--- src/rtl/core/lnser_pkg.sv ---
`timescale 1ns / 1ps

package lnser_pkg;

  // line select codes
  localparam logic LINE_FREQ = 1'b0;
  localparam logic LINE_RES  = 1'b1;

  // display bytes
  localparam logic [7:0] CMD_FREQ_LINE = 8'h80;
  localparam logic [7:0] CMD_RES_LINE  = 8'hC0;
  localparam logic [7:0] CH_F          = 8'h46;
  localparam logic [7:0] CH_R          = 8'h52;
  localparam logic [7:0] CH_COLON      = 8'h3A;
  localparam logic [7:0] CH_H          = 8'h48;
  localparam logic [7:0] CH_Z          = 8'h7A;
  localparam logic [7:0] CH_OHM        = 8'hF4;
  localparam logic [3:0] DIGIT_HI      = 4'h3;
  localparam logic [7:0] DIGIT_BASE    = 8'h30;

  // bus byte control nibbles (enable, register select)
  localparam logic [3:0] CTL_CMD_LO  = 4'h0;
  localparam logic [3:0] CTL_CMD_HI  = 4'h8;
  localparam logic [3:0] CTL_DATA_LO = 4'h4;
  localparam logic [3:0] CTL_DATA_HI = 4'hC;

  // character positions in a line
  localparam int unsigned       CHAR_IDX_W = 4;
  localparam logic [CHAR_IDX_W-1:0] LAST_IDX_FREQ = 4'd8;
  localparam logic [CHAR_IDX_W-1:0] LAST_IDX_RES  = 4'd7;

  localparam int unsigned QUEUE_DEPTH_DEF = 2;

  typedef struct packed {
    logic        cmd;
    logic [15:0] value;
  } in_item_t;

  typedef struct packed {
    logic [7:0] bus_byte;
    logic       last;
  } out_item_t;

  // one classified line, digits already split out
  typedef struct packed {
    logic       cmd;
    logic [7:0] lead_char;
    logic [3:0] hun;
    logic [3:0] ten;
    logic [3:0] one;
  } line_entry_t;

  function automatic logic [7:0] line_char(input line_entry_t ent,
                                           input logic [CHAR_IDX_W-1:0] idx);
    logic [7:0] ch;
    ch = 8'h00;
    unique case (idx)
      4'd0:    ch = (ent.cmd == LINE_RES) ? CMD_RES_LINE : CMD_FREQ_LINE;
      4'd1:    ch = (ent.cmd == LINE_RES) ? CH_R : CH_F;
      4'd2:    ch = CH_COLON;
      4'd3:    ch = ent.lead_char;
      4'd4:    ch = {DIGIT_HI, ent.hun};
      4'd5:    ch = {DIGIT_HI, ent.ten};
      4'd6:    ch = {DIGIT_HI, ent.one};
      4'd7:    ch = (ent.cmd == LINE_RES) ? CH_OHM : CH_H;
      4'd8:    ch = CH_Z;
      default: ch = 8'h00;
    endcase
    return ch;
  endfunction

endpackage

--- src/rtl/core/lnser_front.sv ---
`timescale 1ns / 1ps

module lnser_front (
  input  logic                   clk,
  input  logic                   rst_n,
  input  logic                   in_valid,
  output logic                   in_stall,
  input  lnser_pkg::in_item_t    in_data,
  output logic                   push_valid,
  input  logic                   push_ready,
  output lnser_pkg::line_entry_t push_entry
);

  typedef enum logic [2:0] {
    F_IDLE, F_QUO, F_REM, F_HUN, F_TEN, F_ONE, F_PUSH
  } fstate_t;

  fstate_t     state_r, state_nxt;
  logic        cmd_r;
  logic [15:0] val_r;
  logic [6:0]  quo_r;     // value / 1000
  logic [3:0]  quo_t_r;   // quo / 10
  logic [9:0]  rem_r;     // value % 1000
  logic [3:0]  hun_r;
  logic [6:0]  sub_r;     // rem % 100
  logic [3:0]  ten_r;
  logic [7:0]  lead_r;

  logic [32:0] quo_prod;
  logic [17:0] quo_t_prod;
  logic [16:0] quo_k;
  logic [15:0] hun_prod;
  logic [9:0]  hun_k;
  logic [14:0] ten_prod;
  logic [6:0]  ten_k;
  logic [6:0]  quo_m;
  logic [6:0]  one_full;
  logic [16:0] rem_full;
  logic [9:0]  sub_full;

  // reciprocal multiplies, each exact over its input range
  assign quo_prod   = {17'd0, val_r} * 33'd67109;
  assign quo_k      = {10'd0, quo_r} * 17'd1000;
  assign rem_full   = {1'b0, val_r} - quo_k;
  assign quo_t_prod = {11'd0, quo_r} * 18'd205;
  assign hun_prod   = {6'd0, rem_r} * 16'd41;
  assign hun_k      = {6'd0, hun_r} * 10'd100;
  assign sub_full   = rem_r - hun_k;
  assign ten_prod   = {8'd0, sub_r} * 15'd205;
  assign ten_k      = {3'd0, ten_r} * 7'd10;
  assign one_full   = sub_r - ten_k;
  assign quo_m      = quo_r - ({3'd0, quo_t_r} * 7'd10);

  assign in_stall   = (state_r != F_IDLE);
  assign push_valid = (state_r == F_PUSH);

  always_comb begin
    push_entry.cmd       = cmd_r;
    push_entry.lead_char = lead_r;
    push_entry.hun       = hun_r;
    push_entry.ten       = ten_r;
    push_entry.one       = one_full[3:0];
  end

  always_comb begin
    state_nxt = state_r;
    unique case (state_r)
      F_IDLE:  if (in_valid) state_nxt = F_QUO;
      F_QUO:   state_nxt = F_REM;
      F_REM:   state_nxt = F_HUN;
      F_HUN:   state_nxt = F_TEN;
      F_TEN:   state_nxt = F_ONE;
      F_ONE:   state_nxt = F_PUSH;
      F_PUSH:  if (push_ready) state_nxt = F_IDLE;
      default: state_nxt = F_IDLE;
    endcase
  end

  always_ff @(posedge clk) begin
    if (!rst_n) begin
      state_r <= F_IDLE;
    end else begin
      state_r <= state_nxt;
    end
  end

  always_ff @(posedge clk) begin
    if (state_r == F_IDLE && in_valid) begin
      cmd_r <= in_data.cmd;
      val_r <= in_data.value;
    end
    if (state_r == F_QUO) begin
      quo_r <= quo_prod[32:26];
    end
    if (state_r == F_REM) begin
      rem_r   <= rem_full[9:0];
      quo_t_r <= quo_t_prod[14:11];
    end
    if (state_r == F_HUN) begin
      hun_r <= hun_prod[15:12];
      // resistance line keeps the full quotient, frequency line one digit
      if (cmd_r == lnser_pkg::LINE_RES) begin
        lead_r <= {1'b0, quo_r} + lnser_pkg::DIGIT_BASE;
      end else begin
        lead_r <= {lnser_pkg::DIGIT_HI, quo_m[3:0]};
      end
    end
    if (state_r == F_TEN) begin
      sub_r <= sub_full[6:0];
    end
    if (state_r == F_ONE) begin
      ten_r <= ten_prod[14:11];
    end
  end

endmodule

--- src/rtl/core/lnser_queue.sv ---
`timescale 1ns / 1ps

module lnser_queue #(
  parameter int unsigned DEPTH = lnser_pkg::QUEUE_DEPTH_DEF
) (
  input  logic                   clk,
  input  logic                   rst_n,
  input  logic                   push_valid,
  output logic                   push_ready,
  input  lnser_pkg::line_entry_t push_entry,
  output logic                   pop_valid,
  input  logic                   pop,
  output lnser_pkg::line_entry_t pop_entry
);

  localparam int unsigned AW = (DEPTH > 1) ? $clog2(DEPTH) : 1;
  localparam int unsigned CW = $clog2(DEPTH + 1);

  lnser_pkg::line_entry_t mem_r [DEPTH];
  logic [AW-1:0] wr_ptr_r, rd_ptr_r;
  logic [CW-1:0] cnt_r;
  logic          do_push, do_pop;

  assign push_ready = (cnt_r != CW'(DEPTH));
  assign pop_valid  = (cnt_r != '0);
  assign do_push    = push_valid && push_ready;
  assign do_pop     = pop && pop_valid;
  assign pop_entry  = mem_r[rd_ptr_r];

  always_ff @(posedge clk) begin
    if (!rst_n) begin
      wr_ptr_r <= '0;
      rd_ptr_r <= '0;
      cnt_r    <= '0;
    end else begin
      if (do_push) begin
        wr_ptr_r <= (wr_ptr_r == AW'(DEPTH - 1)) ? '0 : wr_ptr_r + 1'b1;
      end
      if (do_pop) begin
        rd_ptr_r <= (rd_ptr_r == AW'(DEPTH - 1)) ? '0 : rd_ptr_r + 1'b1;
      end
      if (do_push && !do_pop) begin
        cnt_r <= cnt_r + 1'b1;
      end else if (do_pop && !do_push) begin
        cnt_r <= cnt_r - 1'b1;
      end
    end
  end

  always_ff @(posedge clk) begin
    if (do_push) begin
      mem_r[wr_ptr_r] <= push_entry;
    end
  end

endmodule

--- src/rtl/core/lnser_back.sv ---
`timescale 1ns / 1ps

module lnser_back (
  input  logic                   clk,
  input  logic                   rst_n,
  input  logic                   pop_valid,
  output logic                   pop,
  input  lnser_pkg::line_entry_t pop_entry,
  output logic                   out_valid,
  input  logic                   out_stall,
  output lnser_pkg::out_item_t   out_data
);

  localparam int unsigned IW = lnser_pkg::CHAR_IDX_W;

  logic                   busy_r;
  lnser_pkg::line_entry_t ent_r;
  logic [IW-1:0]          idx_r;
  logic                   nib_r;   // 0 high nibble, 1 low nibble
  logic [1:0]             ph_r;    // enable pulse phase
  logic                   out_valid_r;
  lnser_pkg::out_item_t   out_data_r;

  logic          adv;
  logic [7:0]    ch;
  logic [3:0]    nib;
  logic          is_data;
  logic [3:0]    ctl;
  logic [IW-1:0] last_idx;
  logic          is_last;

  assign out_valid = out_valid_r;
  assign out_data  = out_data_r;

  assign adv      = busy_r && (!out_valid_r || !out_stall);
  assign pop      = !busy_r && pop_valid;
  assign ch       = lnser_pkg::line_char(ent_r, idx_r);
  assign nib      = nib_r ? ch[3:0] : ch[7:4];
  assign is_data  = (idx_r != '0);
  assign last_idx = (ent_r.cmd == lnser_pkg::LINE_RES) ? lnser_pkg::LAST_IDX_RES
                                                       : lnser_pkg::LAST_IDX_FREQ;
  assign is_last  = (idx_r == last_idx) && nib_r && (ph_r == 2'd2);

  always_comb begin
    if (ph_r == 2'd1) begin
      ctl = is_data ? lnser_pkg::CTL_DATA_HI : lnser_pkg::CTL_CMD_HI;
    end else begin
      ctl = is_data ? lnser_pkg::CTL_DATA_LO : lnser_pkg::CTL_CMD_LO;
    end
  end

  always_ff @(posedge clk) begin
    if (!rst_n) begin
      busy_r      <= 1'b0;
      out_valid_r <= 1'b0;
      idx_r       <= '0;
      nib_r       <= 1'b0;
      ph_r        <= '0;
    end else begin
      if (pop) begin
        busy_r <= 1'b1;
        idx_r  <= '0;
        nib_r  <= 1'b0;
        ph_r   <= '0;
      end else if (adv) begin
        if (ph_r == 2'd2) begin
          ph_r  <= '0;
          nib_r <= ~nib_r;
          if (nib_r) begin
            idx_r <= idx_r + 1'b1;
          end
        end else begin
          ph_r <= ph_r + 1'b1;
        end
        if (is_last) begin
          busy_r <= 1'b0;
        end
      end
      if (adv) begin
        out_valid_r <= 1'b1;
      end else if (!out_stall) begin
        out_valid_r <= 1'b0;
      end
    end
  end

  always_ff @(posedge clk) begin
    if (pop) begin
      ent_r <= pop_entry;
    end
    if (adv) begin
      out_data_r.bus_byte <= {ctl, nib};
      out_data_r.last     <= is_last;
    end
  end

endmodule

--- src/rtl/core/lcd_numeric_line_serializer_core.sv ---
`timescale 1ns / 1ps

// Turns a line request (line select plus 16-bit value) into the bus bytes for a
// 4-bit character LCD behind a serial shifter: cursor command, label, digits and
// suffix, each byte as two nibbles of three bytes that pulse enable. A frequency
// line is 54 bytes, a resistance line 48. The byte sequencer sends one byte per
// cycle while the output is not stalled, and goes idle after each line to load the
// next line from the queue; that sequencer sets the sustained rate. The digit
// front end splits each request into digits through its divide-by-constant stages
// and takes no new request until the current one is pushed; it hands lines to the
// sequencer through a small queue, so it prepares the next request while the
// current line is still going out. The last byte of each line carries last = 1.
module lcd_numeric_line_serializer_core #(
  parameter int unsigned QUEUE_DEPTH = lnser_pkg::QUEUE_DEPTH_DEF
) (
  input  logic                 clk,
  input  logic                 rst_n,
  input  logic                 in_valid,
  output logic                 in_stall,
  input  lnser_pkg::in_item_t  in_data,
  output logic                 out_valid,
  input  logic                 out_stall,
  output lnser_pkg::out_item_t out_data
);

  logic                   push_valid, push_ready;
  lnser_pkg::line_entry_t push_entry;
  logic                   pop_valid, pop;
  lnser_pkg::line_entry_t pop_entry;

  lnser_front u_front (
    .clk        (clk),
    .rst_n      (rst_n),
    .in_valid   (in_valid),
    .in_stall   (in_stall),
    .in_data    (in_data),
    .push_valid (push_valid),
    .push_ready (push_ready),
    .push_entry (push_entry)
  );

  lnser_queue #(
    .DEPTH (QUEUE_DEPTH)
  ) u_queue (
    .clk        (clk),
    .rst_n      (rst_n),
    .push_valid (push_valid),
    .push_ready (push_ready),
    .push_entry (push_entry),
    .pop_valid  (pop_valid),
    .pop        (pop),
    .pop_entry  (pop_entry)
  );

  lnser_back u_back (
    .clk       (clk),
    .rst_n     (rst_n),
    .pop_valid (pop_valid),
    .pop       (pop),
    .pop_entry (pop_entry),
    .out_valid (out_valid),
    .out_stall (out_stall),
    .out_data  (out_data)
  );

endmodule
--- config.mk ---
export PLATFORM = sky130hd
export DESIGN_NAME = lcd_numeric_line_serializer_core
export DESIGN_NICKNAME = d
export VERILOG_FILES = /design/src/rtl/core/lnser_pkg.sv /design/src/rtl/core/lnser_front.sv /design/src/rtl/core/lnser_queue.sv /design/src/rtl/core/lnser_back.sv /design/src/rtl/core/lcd_numeric_line_serializer_core.sv
export SDC_FILE = /design/constraint.sdc
export NUM_CORES = 1
export LEC_CHECK = 0
export BUFFER_PORTS_ARGS = -buffer_cell sky130_fd_sc_hd__buf_2
export CAP_MARGIN = 20
export CORE_UTILIZATION = 55
export CTS_BUF_LIST = sky130_fd_sc_hd__clkbuf_16
export CTS_CLUSTER_DIAMETER = 200
export CTS_CLUSTER_SIZE = 8
export DETAILED_ROUTE_END_ITERATION = 8
export PLACE_DENSITY = 0.72
export SLEW_MARGIN = 20
export SYNTH_ARGS = -nofsm -noshare
export SYNTH_HDL_FRONTEND = slang
export SYNTH_SLANG_ARGS = --single-unit
--- constraint.sdc ---
create_clock -name clk -period 6 [get_ports clk]
set_clock_uncertainty 0.05 [all_clocks]
set_input_delay 1.2 -clock clk [delete_from_list [all_inputs] [get_ports clk]]
set_output_delay 1.2 -clock clk [all_outputs]
set_load 0.02 [all_outputs]
==> flow_metrics.env <==
export IMPL_max_stage_delay_ns=0.54
export IMPL_vias_per_cell=5.46
export IMPL_ys_flop_type="edfxtp_1"
export IMPL_yosys_area_share_adder_pct=38.2
export IMPL_grt_util_met1_pct=27.1
export IMPL_start_util_pct=56.2
export IMPL_dp_hpwl_um=17200
export IMPL_layout_common_cells="258 x ha_1, 166 x inv_1, 130 x edfxtp_1"
export IMPL_yosysTopAreaCell="edfxtp_1"
export IMPL_antenna_found_initial=0
export IMPL_timing_final_max_slew_violations=0
export IMPL_drtAntennaViolNets=0
export IMPL_finalSetupViolations=0
export IMPL_synth_top_family_by_area="adder cells"
export IMPL_wl_per_cell_um=16.0
export IMPL_htreeDepth=4
export IMPL_cap_violations=0
export IMPL_crit_slowest_cell="edfxtp_1"
export IMPL_hold_viol_final=0
export IMPL_synth_top_area_share_pct=33.0
export IMPL_grt_use_met3_pct=3.40
export IMPL_synth_xor_area_share_pct=3.48
export IMPL_crit_buf_inv=2
export IMPL_fin_area_mm2=0.0129
export IMPL_post_cts_resized=0
export IMPL_rsz0062_at_grt="no"
export IMPL_cts_root_buf="clkbuf_16"
export IMPL_status="finished clean"
export IMPL_grt_first_pass_wirelength_um=37100
export IMPL_cpMostUsedCell="fa_1"
export IMPL_dpl_cell_area_mm2=0.0123
export IMPL_endpoint_kind="flop"
export IMPL_die_w_um=149
export IMPL_p_per_area_mw_per_mm2=384
export IMPL_route_vias_total=7321
export IMPL_synth_edf_count=130
export IMPL_crit_type="reg2reg"
export IMPL_async_flop_share_pct=0
export IMPL_synth_simple_area_share_pct=6.19
export IMPL_synth_cells=1018
export IMPL_synthMuxAreaShare_pct=2.25
export IMPL_drtIter0Drc=308
export IMPL_top_usage_layer="met2"
export IMPL_period_minus_slack_ns=5.00
export IMPL_io_pins=32
export IMPL_yosys_cell_types_count=62
export IMPL_routed_wl_um=21500
export IMPL_clk_pin_slew_ns=0.07
export IMPL_avgSynthCellArea_um2=11.6
export IMPL_grt_pass1_vias=7582
export IMPL_first_pass_iters=5
export IMPL_grt_total_usage_pct=21.7
export IMPL_cts_setup_buffers=0
export IMPL_leakage_nw=6.12
export IMPL_critPathLaunchType="flop"
export IMPL_cp_arrival_ns=5.13
export IMPL_hold_path_class="reg2reg"
export IMPL_crit_chain="ha_1 > fa_1 > fa_1 > inv_1 > fa_1 > inv_1 > fa_1 > ha_1 > ha_1 > a21o_1 > a221oi_2 > o211ai_1 > a21o_1 > o211a_1 > o31a_1"
export IMPL_layout_commonest_cell="ha_1"
export IMPL_portBuffers=29
export IMPL_syn_cell_area_mm2=0.0118
export IMPL_yosysWarnings=0
export IMPL_diodes=0
export IMPL_nets=1396
export IMPL_grt_ovfl_total=0
export IMPL_fin_crit_sh_pct=83.3
export IMPL_die_area_mm2=0.0221
export IMPL_cts_max_path_buffers=2
export IMPL_cts_tree="yes"
export IMPL_numCtsBuffers=17
export IMPL_grt_max_degree=23
export IMPL_instances_no_fill=1341
export IMPL_num_rows=53
export IMPL_relSlewSlack_pct=31.4
export IMPL_cts_hold_buffers_added=0
export IMPL_tightest_slew_ns=1.03
export IMPL_gr_usage_met2_pct=38.7
export IMPL_ir_drop_v=0.000221
export IMPL_core_area_mm2=0.0210
export IMPL_die_h_um=149
export IMPL_dp_cells=1309
export IMPL_clk_latency_ns=0.43
export IMPL_ys_seq_area_share_pct=35.7
export IMPL_area_growth_pct=9.03
export IMPL_synth_area_top_cells="edfxtp_1 33%, ha_1 27%, fa_1 11%"
export IMPL_nFillCells=1623
export IMPL_crit_fanout=7
export IMPL_tns_ns=0
export IMPL_yosys_register_bits=146
export IMPL_drive_gt1_share_pct=9.47
export IMPL_drcViolationCount=0
export IMPL_fmax_mhz=200
export IMPL_synth_compound_area_share_pct=8.18
export IMPL_clock_sinks=146
export IMPL_required_ns=6.13
export IMPL_place_congestion=0.885
export IMPL_critPathTopFamily="adder cells"
-- report_power, final --
part	switching, mW	internal (mW)
Clock	0.502	0.567
Sequential	0.135	1.32
Combinational	1.36	1.06
-- final timing paths --
kind / start / to / slack, ns / cells past startpoint
max reg2reg: u_front.val_r[15] / u_front.quo_r[4] / 1.00 / 15
min: u_front.lead_r[1] / u_queue.mem_r[0][13] / 0.40 / 0
max: u_front.val_r[15] / u_front.quo_r[4] / 1.00 / 15
min reg2reg: u_front.lead_r[1] / u_queue.mem_r[0][13] / 0.40 / 0
-- per-stage QoR --
step	hold slack, ns	utilization [%]	worst slack [ns]	power (mW)
after floorplan	0.371	-	1.28	3.30
after global placement	0.373	58.4	1.09	3.83
after detailed placement	0.386	58.4	1.02	3.88
after CTS	0.403	61.3	1.00	4.99
after global routing	0.410	61.3	0.794	5.41
final	0.402	61.3	1.00	4.94
-- cell usage after synthesis, drive strengths merged (3+ instances only) --
library cell  number
ha               258
inv              166
edfxtp           130
fa                64
nor2              45
a21oi             42
nand2             38
xnor2             33
o21ai             30
mux2              21
a21o              18
dfxtp             16
xor2              14
clkbuf            12
nand2b            10
a31oi              9
nor2b              9
a211oi             8
nand3              8
nor3               8
nand4              7
and3               6
buf                6
a22oi              4
and2               4
a311oi             3
mux2i              3
nor3b              3
nor4               3
o211a              3
o211ai             3
o21bai             3
-- area by class of cell --
class	instances	area (um2)	share of cell area (%)
clock inverter	15	186	1.45
sequential	146	4220	32.8
clock buffer	17	425	3.30
timing repair buffer	33	175	1.36
tap	275	344	2.67
multi-input combinational	688	6900	53.6
inverter	167	627	4.86
-- flip-flops by register name, indices dropped and copies added, names as in the netlist --
register / count
u_front.ten_r: 4
u_front.rem_r: 10
u_front.quo_r: 7
u_back.out_data: 7
u_front.hun_r: 4
u_front.val_r: 16
u_front.quo_t_r: 3
u_queue.mem_r: 42
u_front.sub_r: 7
u_front.cmd_r: 1
u_back.ent_r: 21
u_back.busy_r: 1
u_front.state_r: 3
u_back.idx_r: 4
u_queue.cnt_r: 2
u_front.lead_r: 8
u_queue.wr_ptr_r: 1
u_queue.rd_ptr_r: 1
u_back.out_valid: 1
u_back.ph_r: 2
u_back.nib_r: 1
-- kinds of logic after synthesis --
logic type,Yosys count
mux,24
buf+inv,185
flops,146
xor+xnor,47
simple gates,149
compound gates,144
other cells,1
fa+ha+maj,322
-- per-layer routing --
| layer | part of all wire [%] | vias up |
|---|---|---|
| met5 | 0 | - |
| met4 | 1.9 | 0 |
| met3 | 2.8 | 27 |
| met2 | 51 | 116 |
| met1 | 44 | 3539 |
| li1 | - | 3639 |
(Power assumes the default switching activity.)
